`src/rtl/mbrf_pkg.sv`:
```
// Shared types, sizes and codes for the multichannel batch ring FIFO.
// No dependencies; imported by mbrf_ctrl, the core and the testbench.
package mbrf_pkg;

    localparam int CHANNELS    = 4;
    localparam int DEPTH       = 64;
    localparam int SAMPLE_BITS = 16;

    localparam int CH_W   = 2;
    localparam int SMP_W  = 16;
    localparam int LEN_W  = 6;
    localparam int KIND_W = 2;

    localparam int CHI_W   = (CHANNELS > 1) ? $clog2(CHANNELS) : 1;
    localparam int PTR_W   = $clog2(DEPTH);
    localparam int CNT_W   = $clog2(DEPTH + 1);
    localparam int ADDR_W  = $clog2(CHANNELS * DEPTH);
    localparam int MAX_RUN = (1 << LEN_W) - 1;

    localparam int S_TDATA_W = 24;
    localparam int S_TUSER_W = 2;
    localparam int M_TDATA_W = 32;
    localparam int M_TUSER_W = KIND_W;

    typedef logic [CHI_W-1:0]       t_chi;
    typedef logic [PTR_W-1:0]       t_ptr;
    typedef logic [CNT_W-1:0]       t_cnt;
    typedef logic [LEN_W-1:0]       t_len;
    typedef logic [ADDR_W-1:0]      t_addr;
    typedef logic [SAMPLE_BITS-1:0] t_word;

    typedef enum logic {
        OP_PUSH = 1'b0,
        OP_PULL = 1'b1
    } t_op;

    typedef enum logic [KIND_W-1:0] {
        KIND_ACK    = 2'd0,
        KIND_SAMPLE = 2'd1,
        KIND_EMPTY  = 2'd2
    } t_kind;

    typedef enum logic {
        ST_IDLE,
        ST_DRAIN
    } t_state;

    typedef struct packed {
        logic  we;
        t_addr waddr;
        t_word wdata;
        logic  re;
        t_addr raddr;
    } t_ram_req;

    typedef struct packed {
        logic            vld;
        logic            from_ram;
        t_kind           kind;
        logic [CH_W-1:0] ch;
        logic            accepted;
        logic            last;
        t_len            run_len;
    } t_res;

endpackage

```
`src/rtl/multichannel_batch_ring_fifo_core.sv`:
```
// Multichannel batch ring FIFO: per-channel ring buffers of samples in one shared
// RAM. A push request answers with one acknowledge; a pull that finds the channel
// empty answers once; a pull that drains n samples answers with n samples and
// holds off the input until the drain is over, since the drain walks the sample
// RAM through its single read port at one sample per cycle unless the receiver
// stalls. Results sit in an output register; a new request is taken only while
// that register is empty or is emptied in the same cycle, so a stalled receiver
// stalls the input.
// Depends on mbrf_pkg, mbrf_ctrl and mbrf_ram.
module multichannel_batch_ring_fifo_core (
    input  logic                               i_clk,
    input  logic                               i_rst_n,
    input  logic                               i_s_tvalid,
    output logic                               o_s_tready,
    // channel[1:0], sample[17:2], batch_len[23:18]
    input  logic [mbrf_pkg::S_TDATA_W-1:0]     i_s_tdata,
    // opcode[0], first_in_batch[1]
    input  logic [mbrf_pkg::S_TUSER_W-1:0]     i_s_tuser,
    input  logic                               i_s_tlast,
    output logic                               o_m_tvalid,
    input  logic                               i_m_tready,
    // out_channel[1:0], out_sample[17:2], accepted[18], run_length[24:19], zero[31:25]
    output logic [mbrf_pkg::M_TDATA_W-1:0]     o_m_tdata,
    // kind[1:0]
    output logic [mbrf_pkg::M_TUSER_W-1:0]     o_m_tuser,
    output logic                               o_m_tlast
);
    import mbrf_pkg::*;

    t_ram_req ram_req;
    t_res     res;
    t_word    ram_rdata;
    logic     out_free;

    logic                   r_m_tvalid;
    logic [CH_W-1:0]        r_ch;
    logic signed [SMP_W-1:0] r_sample;
    logic                   r_accepted;
    t_len                   r_run;
    t_kind                  r_kind;
    logic                   r_last;

    assign out_free = !r_m_tvalid || i_m_tready;

    mbrf_ctrl u_ctrl (
        .i_clk      (i_clk),
        .i_rst_n    (i_rst_n),
        .i_vld      (i_s_tvalid),
        .o_rdy      (o_s_tready),
        .i_op       (i_s_tuser[0]),
        .i_ch       (i_s_tdata[1:0]),
        .i_sample   (i_s_tdata[17:2]),
        .i_blen     (i_s_tdata[23:18]),
        .i_first    (i_s_tuser[1]),
        .i_last     (i_s_tlast),
        .i_out_free (out_free),
        .o_ram      (ram_req),
        .o_res      (res)
    );

    mbrf_ram #(
        .DATA_W (SAMPLE_BITS),
        .WORDS  (CHANNELS * DEPTH),
        .ADDR_W (ADDR_W)
    ) u_ram (
        .i_clk   (i_clk),
        .i_we    (ram_req.we),
        .i_waddr (ram_req.waddr),
        .i_wdata (ram_req.wdata),
        .i_re    (ram_req.re),
        .i_raddr (ram_req.raddr),
        .o_rdata (ram_rdata)
    );

    always_ff @(posedge i_clk) begin
        if (!i_rst_n) begin
            r_m_tvalid <= 1'b0;
        end else if (res.vld) begin
            r_m_tvalid <= 1'b1;
        end else if (i_m_tready) begin
            r_m_tvalid <= 1'b0;
        end
    end

    always_ff @(posedge i_clk) begin
        if (res.vld) begin
            r_ch       <= res.ch;
            r_sample   <= res.from_ram ? signed'(SMP_W'(ram_rdata)) : '0;
            r_accepted <= res.accepted;
            r_run      <= res.run_len;
            r_kind     <= res.kind;
            r_last     <= res.last;
        end
    end

    assign o_m_tvalid = r_m_tvalid;
    assign o_m_tdata  = M_TDATA_W'({r_run, r_accepted, r_sample, r_ch});
    assign o_m_tuser  = r_kind;
    assign o_m_tlast  = r_last;

endmodule

```
`src/rtl/mbrf_ram.sv`:
```
// Generic single-clock RAM: one write port, one read port, registered read data.
// No dependencies.
module mbrf_ram #(
    parameter int DATA_W = 16,
    parameter int WORDS  = 256,
    parameter int ADDR_W = 8
) (
    input  logic              i_clk,
    input  logic              i_we,
    input  logic [ADDR_W-1:0] i_waddr,
    input  logic [DATA_W-1:0] i_wdata,
    input  logic              i_re,
    input  logic [ADDR_W-1:0] i_raddr,
    output logic [DATA_W-1:0] o_rdata
);

    logic [DATA_W-1:0] r_mem [WORDS];
    logic [DATA_W-1:0] r_rdata;

    always_ff @(posedge i_clk) begin
        if (i_we) begin
            r_mem[i_waddr] <= i_wdata;
        end
        if (i_re) begin
            r_rdata <= r_mem[i_raddr];
        end
    end

    assign o_rdata = r_rdata;

endmodule

```
`src/rtl/mbrf_ctrl.sv`:
```
// Channel state file, push admission and drain sequencer of the batch ring FIFO.
// Depends on mbrf_pkg; drives the sample RAM requests and the result stream.
module mbrf_ctrl (
    input  logic                        i_clk,
    input  logic                        i_rst_n,
    input  logic                        i_vld,
    output logic                        o_rdy,
    input  logic                        i_op,
    input  logic [mbrf_pkg::CH_W-1:0]   i_ch,
    input  logic signed [mbrf_pkg::SMP_W-1:0] i_sample,
    input  logic [mbrf_pkg::LEN_W-1:0]  i_blen,
    input  logic                        i_first,
    input  logic                        i_last,
    input  logic                        i_out_free,
    output mbrf_pkg::t_ram_req          o_ram,
    output mbrf_pkg::t_res              o_res
);
    import mbrf_pkg::*;

    function automatic t_ptr ptr_add(t_ptr a, t_cnt b);
        logic [CNT_W:0] s;
        s = (CNT_W + 1)'(a) + (CNT_W + 1)'(b);
        if (s >= (CNT_W + 1)'(DEPTH)) begin
            s = s - (CNT_W + 1)'(DEPTH);
        end
        return t_ptr'(s);
    endfunction

    function automatic t_addr ram_addr(t_chi c, t_ptr p);
        return t_addr'(int'(c) * DEPTH + int'(p));
    endfunction

    t_ptr r_tail [CHANNELS];
    t_ptr r_head [CHANNELS];
    t_cnt r_cnt  [CHANNELS];
    t_cnt r_pend [CHANNELS];
    logic r_adm  [CHANNELS];

    t_state          r_state, n_state;
    t_ptr            r_rptr;
    t_chi            r_rch;
    logic [CH_W-1:0] r_och;
    t_len            r_rem;
    t_len            r_run;
    logic            r_rd_vld;
    logic            r_rd_last;

    logic ch_ok;
    t_chi ci;
    t_ptr cur_tail, cur_head;
    t_cnt cur_cnt, cur_pend;
    logic cur_adm;
    logic p_adm, p_wr;
    t_cnt p_pend, p_pend2;
    t_len pull_n;
    logic pull_empty;
    logic acc, xfer, issue;

    assign ch_ok    = (int'(i_ch) < CHANNELS);
    assign ci       = t_chi'(i_ch);
    assign cur_tail = r_tail[ci];
    assign cur_head = r_head[ci];
    assign cur_cnt  = r_cnt[ci];
    assign cur_pend = r_pend[ci];
    assign cur_adm  = r_adm[ci];

    assign p_adm   = i_first ? (int'(t_cnt'(DEPTH) - cur_cnt) > int'(i_blen)) : cur_adm;
    assign p_pend  = i_first ? '0 : cur_pend;
    assign p_wr    = ch_ok && p_adm && (int'(cur_cnt) + int'(p_pend) < DEPTH - 1);
    assign p_pend2 = p_pend + t_cnt'(p_wr);

    assign pull_n     = (int'(cur_cnt) > MAX_RUN) ? t_len'(MAX_RUN) : t_len'(cur_cnt);
    assign pull_empty = !ch_ok || (cur_cnt == '0);

    assign acc   = i_vld && o_rdy;
    assign xfer  = r_rd_vld && i_out_free;
    assign issue = (r_state == ST_DRAIN) && (r_rem != '0) && (!r_rd_vld || xfer);

    always_comb begin
        n_state = r_state;
        case (r_state)
            ST_IDLE: begin
                if (acc && (t_op'(i_op) == OP_PULL) && !pull_empty) begin
                    n_state = ST_DRAIN;
                end
            end
            ST_DRAIN: begin
                if ((r_rem == '0) && (!r_rd_vld || xfer)) begin
                    n_state = ST_IDLE;
                end
            end
            default: n_state = ST_IDLE;
        endcase
    end

    always_comb begin
        o_rdy          = 1'b0;
        o_res          = '0;
        o_res.kind     = KIND_ACK;
        o_ram.we       = acc && (t_op'(i_op) == OP_PUSH) && p_wr;
        o_ram.waddr    = ram_addr(ci, ptr_add(cur_tail, p_pend));
        o_ram.wdata    = t_word'($unsigned(i_sample));
        o_ram.re       = issue;
        o_ram.raddr    = ram_addr(r_rch, r_rptr);
        case (r_state)
            ST_IDLE: begin
                o_rdy          = i_out_free;
                o_res.vld      = acc && ((t_op'(i_op) == OP_PUSH) || pull_empty);
                o_res.kind     = (t_op'(i_op) == OP_PUSH) ? KIND_ACK : KIND_EMPTY;
                o_res.ch       = i_ch;
                o_res.accepted = (t_op'(i_op) == OP_PUSH) && p_wr;
                o_res.last     = 1'b1;
            end
            ST_DRAIN: begin
                o_res.vld      = xfer;
                o_res.from_ram = 1'b1;
                o_res.kind     = KIND_SAMPLE;
                o_res.ch       = r_och;
                o_res.last     = r_rd_last;
                o_res.run_len  = r_run;
            end
            default: o_rdy = 1'b0;
        endcase
    end

    always_ff @(posedge i_clk) begin
        if (!i_rst_n) begin
            for (int c = 0; c < CHANNELS; c++) begin
                r_tail[c] <= '0;
                r_head[c] <= '0;
                r_cnt[c]  <= '0;
                r_pend[c] <= '0;
                r_adm[c]  <= 1'b0;
            end
        end else if (acc && ch_ok) begin
            if (t_op'(i_op) == OP_PUSH) begin
                if (i_last) begin
                    if (p_adm) begin
                        r_cnt[ci]  <= cur_cnt + p_pend2;
                        r_tail[ci] <= ptr_add(cur_tail, p_pend2);
                    end
                    r_adm[ci]  <= 1'b0;
                    r_pend[ci] <= '0;
                end else begin
                    r_adm[ci]  <= p_adm;
                    r_pend[ci] <= p_pend2;
                end
            end else if (!pull_empty) begin
                r_head[ci] <= ptr_add(cur_head, t_cnt'(pull_n));
                r_cnt[ci]  <= cur_cnt - t_cnt'(pull_n);
            end
        end
    end

    always_ff @(posedge i_clk) begin
        if (!i_rst_n) begin
            r_state   <= ST_IDLE;
            r_rem     <= '0;
            r_rd_vld  <= 1'b0;
            r_rd_last <= 1'b0;
        end else begin
            r_state <= n_state;
            if (acc && (t_op'(i_op) == OP_PULL) && !pull_empty) begin
                r_rem <= pull_n;
            end else if (issue) begin
                r_rem <= r_rem - t_len'(1);
            end
            if (issue) begin
                r_rd_vld  <= 1'b1;
                r_rd_last <= (r_rem == t_len'(1));
            end else if (xfer) begin
                r_rd_vld <= 1'b0;
            end
        end
    end

    always_ff @(posedge i_clk) begin
        if (acc && (t_op'(i_op) == OP_PULL)) begin
            r_rptr <= cur_head;
            r_rch  <= ci;
            r_och  <= i_ch;
            r_run  <= pull_n;
        end else if (issue) begin
            r_rptr <= ptr_add(r_rptr, t_cnt'(1));
        end
    end

`ifndef SYNTHESIS
    for (genvar g = 0; g < CHANNELS; g++) begin : g_chk
        a_cnt_bound: assert property (@(posedge i_clk) disable iff (!i_rst_n)
            int'(r_cnt[g]) + int'(r_pend[g]) <= DEPTH - 1)
            else $error("channel occupancy exceeds capacity");
    end

    a_idle_quiet: assert property (@(posedge i_clk) disable iff (!i_rst_n)
        (r_state == ST_IDLE) |-> ((r_rem == '0) && !r_rd_vld))
        else $error("drain work left over in idle");

    a_last_read: assert property (@(posedge i_clk) disable iff (!i_rst_n)
        (r_rd_vld && r_rd_last) |-> (r_rem == '0))
        else $error("last drained sample with reads outstanding");

    a_no_write_in_drain: assert property (@(posedge i_clk) disable iff (!i_rst_n)
        (r_state == ST_DRAIN) |-> (!o_ram.we && !o_rdy))
        else $error("request taken during drain");
`endif

endmodule

```
`config.mk`:
```
export PLATFORM = sky130hd
export DESIGN_NAME = multichannel_batch_ring_fifo_core
export DESIGN_NICKNAME = d
export VERILOG_FILES = /design/src/rtl/mbrf_pkg.sv /design/src/rtl/multichannel_batch_ring_fifo_core.sv /design/src/rtl/mbrf_ram.sv /design/src/rtl/mbrf_ctrl.sv
export SDC_FILE = /design/constraint.sdc
export NUM_CORES = 2
export LEC_CHECK = 0
export BUFFER_PORTS_ARGS = -buffer_cell sky130_fd_sc_hd__buf_2
export CORE_MARGIN = 2
export CORE_UTILIZATION = 55
export DETAILED_ROUTE_END_ITERATION = 12
export GPL_ROUTABILITY_DRIVEN = 0
export PLACE_DENSITY = 0.71
export SLEW_MARGIN = 10
export SYNTH_ARGS = -nofsm -noshare
export SYNTH_HDL_FRONTEND = slang
export SYNTH_MEMORY_MAX_BITS = 65536
export SYNTH_SLANG_ARGS = --single-unit
```
`constraint.sdc`:
```
create_clock -name i_clk -period 11.8 [get_ports i_clk]
set_clock_uncertainty 0.1 [all_clocks]
set_input_delay 1.77 -clock i_clk [delete_from_list [all_inputs] [get_ports i_clk]]
set_output_delay 1.77 -clock i_clk [all_outputs]
set_load 0.05 [all_outputs]
```
* Yosys cells after proc, flatten, opt, wreduce, memory -nomap -nowiden
Memories as Yosys holds them, arrays and structs flattened. A register that Yosys moved wholly into a read port is not among the register bits.
Index checks and enable logic that the tools add are counted.
** Storage, ports and cells
- Word-level logic and storage cells :: 154
- Output and inout bits :: 37
- Bits in writable memories :: 4204
- Memories :: 6
- Register bits after elaboration :: 52
- Input bits :: 31
** Memories
- u_ram.r_mem :: depth 256, bits a word 16, read ports 1, clocked after memory_dff 1, wr ports 1, line mbrf_ram.sv:17 : logic [DATA_W-1:0] r_mem [WORDS];
- u_ctrl.r_cnt :: depth 4, bits a word 7, read ports 1, clocked after memory_dff 0, wr ports 4, line mbrf_ctrl.sv:35 : t_cnt r_cnt [CHANNELS];
- u_ctrl.r_pend :: depth 4, bits a word 7, read ports 1, clocked after memory_dff 0, wr ports 4, line mbrf_ctrl.sv:36 : t_cnt r_pend [CHANNELS];
- u_ctrl.r_head :: depth 4, bits a word 6, read ports 1, clocked after memory_dff 0, wr ports 4, line mbrf_ctrl.sv:34 : t_ptr r_head [CHANNELS];
- u_ctrl.r_tail :: depth 4, bits a word 6, read ports 1, clocked after memory_dff 0, wr ports 4, line mbrf_ctrl.sv:33 : t_ptr r_tail [CHANNELS];
- u_ctrl.r_adm :: depth 4, bits a word 1, read ports 1, clocked after memory_dff 0, wr ports 4, line mbrf_ctrl.sv:37 : logic r_adm [CHANNELS];
** Cells by class
- Magnitude comparators :: 7
- $add $sub $neg :: 16
- Bitwise logic cells :: 5
- Reductions and logical operators :: 30
- Mux-type cells :: 75
- Eq/ne operators :: 1
** Operators by type and width (count)
- $mux 6 :: 20
- $mux 1 :: 40
- $mux 7 :: 5
- $gt 32x7->1 :: 1
- $lt 32x7->1 const B :: 1
- $sub 6x1->6 const B :: 5
- $add 6x7->8 :: 2
- $add 8x6->8 :: 2
- $ge 8x7->1 const B :: 2
- $ge 7x7->1 const B :: 2
- $reduce_or 7->1 :: 2
- $logic_and 1x1->1 :: 12
- $mux 2 :: 6
- $reduce_or 6->1 :: 2
- $add 7x7->8 :: 1
- $pmux 4 s2 :: 1
- $reduce_bool 2->1 :: 4
- $sub 7x7->8 const A :: 1
- $add 6x1->7 const B :: 1
- $add 6x6->7 :: 1
- $add 7x1->7 :: 1
- $add 7x7->7 :: 1
- $gt 7x6->1 const B :: 1
- $logic_not 7->1 :: 1
- other kinds (10) :: 19

* Longest topological paths before layout
An unclocked memory read counts as a cell.
- Depth in word-level cells :: 15
- Mapped depth :: 35
- Depth with buffers taken out :: 31

* By module
A second synthesis with hierarchy kept.
** Second synthesis, totals
- Cells, all modules :: 8106
- Area total of the unflattened synthesis :: 167640.8 µm²
** Modules (own cells, without submodules)
- mbrf_ram :: area an instance 158874.9 µm², cells an instance 7360, seq. area each 123478.4 µm², instances 1
- mbrf_ctrl :: area an instance 7689.9 µm², cells an instance 688, seq. area each 3813.7 µm², instances 1
- multichannel_batch_ring_fifo_core :: area an instance 1076.0 µm², cells an instance 58, seq. area each 860.8 µm², instances 1

* Worst setup path before layout
No wires, ideal clock.
- Path type :: input to register
- From :: input port i_s_tdata[0] in the netlist's numbering
- To :: memory u_ctrl.r_cnt[0][6] in the netlist's numbering (data pin)
- Library setup time :: 0.271 ns
- Path slack :: 3.622 ns
- Data arrival time :: 7.807 ns
- Stages :: 30
- Required time :: 11.429 ns
- Path buffers :: 6
- Path through :: buf_6 -> buf_6 -> buf_1 -> clkbuf_1 -> mux4_2 -> nor2b_1 -> ha_1 -> ha_1 -> a21oi_1 -> o21ai_1 -> xor2_1 -> a41oi_1 -> o21ai_2 -> buf_2 -> buf_2 -> inv_1 -> ha_1 -> ha_1 -> xor2_1 -> or3_1 -> nor3_1 -> xnor2_1 -> a21oi_1 -> ha_1 -> a21oi_1 -> o21ai_0 -> xnor2_1 -> nor2_1 -> mux2i_1 -> o22ai_1
** RTL lines
- from (decl) :: line multichannel_batch_ring_fifo_core.sv:16 : input logic [mbrf_pkg::S_TDATA_W-1:0] i_s_tdata,
- to (decl) :: line mbrf_ctrl.sv:35

==> run_results.csv <==
group,metric,value,unit
pwr,peakVddDrop,0.1238,mV
place,place_inst,11000,
outcome,outcome,"finished, final reports clean",
drt,drc,0,
worst_setup_path,arrival,8.98,ns
pwr,power_density,175.0,mW/mm2
floorplanning,pin_count,68,
floorplanning,dieArea,0.3078,mm2
clock_network,numCtsBuffers,414,
timing,finalSetupViolations,0,
worst_setup_path,crit_type,"in -> reg",
yosys,yosysSeqAreaShare,0.7680,
drt,antenna_left,0,
floorplanning,die-height,554.8,um
yosys,syn_area,0.1669,mm2
pwr,p_leak,58.66,nW
worst_setup_path,crit_path_frequent_cell,"ha_1",
yosys,yosysUniqueCellTypes,59,
cells_and_area,final_cell_mix,"edfxtp_1 (4,259), mux4_2 (1,340), clkbuf_16 (415), buf_4 (343), nor4_2 (167)",
timing,slew_violations,0,
place,hpwl,233.1,mm
yosys,synth-seq-cells,4272,
yosys,syn_area_per_cell,23.72,um2
yosys,yosys_warnings,0,
timing,finalCritPeriodShare,0.7139,
cells_and_area,drive_gt1_frac,0.3415,
drt,drt-total-wl,409.3,mm
drt,via_count,79630,
drt,wl_per_cell,34.77,um
timing,hold_viol,0,
global_route,grt_remaining_overflow,0,
timing,rsz0062_at_grt,"false",
timing,worstMarginPinSlew,1.315,ns
cells_and_area,instances_no_fill,11770,
place,port_buffers,60,
worst_setup_path,cp_max_fo,82,
timing,min_period,8.424,ns
timing,setup_ws,3.376,ns
clock_network,clock_latency,0.95,ns
place,dpl_worst_slack,2.581,ns
cells_and_area,final_common_cell,"edfxtp_1",
worst_setup_path,end_kind,"register",
worst_setup_path,cp.required,12.36,ns
floorplanning,chipWidth,554.8,um
global_route,track_usage,0.2664,
yosys,netlist_instances,7035,
global_route,antenna_found_initial,17,
clock_network,h-tree-depth,5,
worst_setup_path,max_stage_delay,0.69,ns
clock_network,cts.reportedPaths.clkPinSlew,0.06,ns
clock_network,postCtsSetupRepairBufs,0,
drt,via_per_inst,6.764,
clock_network,cts-root-buf,"clkbuf_16",
yosys,async_flop_share,0,
clock_network,clock-sinks,4272,
drt,drt-initial-drc-count,11950,
clock_network,hold_buffers,0,
run,cap_viol_max_count,0,
floorplanning,row_count,202,
floorplanning,start_util,0.5520,
global_route,grt_pass1_vias,78860,
clock_network,cts_tree,"done",
global_route,grt_max_degree,165,
hold_path,hold_path_class,"reg -> reg",
clock_network,ctsResizeCount,0,
global_route,grt_pass1_wl,586.4,mm
worst_setup_path,start_kind,"input pin",
timing,max_freq,118.7,MHz
cells_and_area,syn_to_final_growth,12.96,%
cells_and_area,final_nets,7516,
drt,first_pass_iters,6,
floorplanning,coreArea,0.3023,mm2
worst_setup_path,crit_slowest_cell,"mux4_2",
timing,tns,0,ns
clock_network,ctsLongestPathBuffers,4,
timing,slew_headroom,0.1160,
yosys,synth_flop_cell,"edfxtp_1",
yosys,synth-edff-count,4259,
==> synth_stat cells (all sizes together), types with 4 or more instances <==
library cell	instances	area [um2]
clkbuf	207	777.0
ha	40	500.5
a21oi	45	225.2
xnor2	33	289.0
or2	11	68.81
nor4	229	1789
and2	31	193.9
mux4	1340	30180
mux2	15	168.9
nor3	52	270.3
mux2i	41	410.4
nand2b	14	87.58
o22ai	10	76.32
xor2	15	131.4
nor2	109	411.7
inv	62	232.7
o211ai	4	30.03
dfxtp	13	260.3
o21ai	34	173.9
edfxtp	4259	127900
a22oi	17	127.6
a211oi	27	202.7
a21o	11	82.58
nand3	24	120.1
nor2b	25	156.4
buf	238	1334
a22o	4	35.03
nand2	95	356.6
==> critical path: cells and delay by family <==
kind	cells	cell delay, ns
buf+inv	4	1.41
mux	2	0.98
fa+ha+maj	4	1.15
compound gates	9	1.24
simple gates	7	1.49
xor+xnor	4	0.83
==> through the flow <==
| step | instance area [um2] | power, mW | hold slack (ns) | utilization |
|---|---|---|---|---|
| CTS | 188400 | 33.12 | 0.3688 | 0.6234 |
| detailed placement | 175100 | 20.24 | 0.3619 | 0.5791 |
| global placement | 175100 | 20.20 | 0.3414 | 0.5791 |
| floorplan | 166900 | 18.86 | 0.3268 | - |
| finish | 188500 | 32.99 | 0.3698 | 0.6236 |
| global route | 188500 | 33.80 | 0.3920 | 0.6235 |
==> power breakdown <==
part	switching, mW	internal, mW	leakage, nW
registers	0.0251	16.7	38.5
logic	2.05	1.12	13.7
clock network	5.70	7.35	6.49
==> area by class of cell <==
class                   count  area (um2)
flip-flops and latches   4272      128200
fillers                 19530      113800
multi-input cells        2262       38220
clock buffers             499       10730
well taps                3978        4977
repair buffers            430        3521
clock inverters           264        2645
inverters                  62       232.7
diodes                      6       15.01
==> layer usage <==
metal,share of wire,up-vias,routed length (um),global-route usage
li1,-,31210,-,-
met1,0.38,42950,157200,0.3890
met2,0.48,4789,198100,0.4171
met3,0.099,671,40500,0.04807
met4,0.033,4,13500,0.08121
met5,0.000059,-,24,0
==> worst paths after layout <==
check | depth (start not counted) | end | startpoint | slack, ns
worst min register to register | 2 | u_ctrl.r_rd_last$_SDFFE_PN0P_ | u_ctrl.r_rd_last$_SDFFE_PN0P_ | 0.37
worst max register to register | 30 | u_ctrl.r_cnt[0][6]$_SDFFCE_PN0P_ | u_ctrl.r_cnt[3][1]$_DFFE_PP_ | 4.67
worst min-delay path | 2 | u_ctrl.r_rd_last$_SDFFE_PN0P_ | u_ctrl.r_rd_last$_SDFFE_PN0P_ | 0.37
worst max-delay path | 30 | u_ctrl.r_cnt[0][6]$_SDFFCE_PN0P_ | i_s_tdata[0] | 3.38
==> flip-flops by register name (all words and copies together), names as in the netlist <==
name,cells
o_m_tlast,1
u_ctrl.r_cnt,28
u_ctrl.r_rd_vld,1
u_ctrl.r_head,24
r_run,6
u_ctrl.r_tail,24
u_ram.o_rdata,16
r_ch,2
u_ctrl.r_run,6
u_ctrl.r_adm,4
u_ctrl.r_state,1
u_ctrl.r_rptr,6
u_ctrl.r_rch,2
u_ctrl.r_rem,6
u_ctrl.r_rd_last,1
r_sample,16
u_ctrl.r_pend,28
o_m_tvalid,1
r_accepted,1
u_ram.r_mem,4096
o_m_tuser,2
==> cells by family (layout without fill, tap and decap cells) <==
logic type	Yosys count	count (layout)	share of synthesized area
flip-flops	4272	4272	0.7680
multiplexers	1396	1396	0.1843
AND/OR/NAND/NOR	599	599	0.02112
buffers and inverters	507	1255	0.01404
AO/OA/AOI/OAI	167	167	0.006449
XOR/XNOR	48	48	0.002520
adder cells (fa/ha/maj)	45	45	0.003487
other	1	13	0.00002247
(Power assumes the default switching activity.)
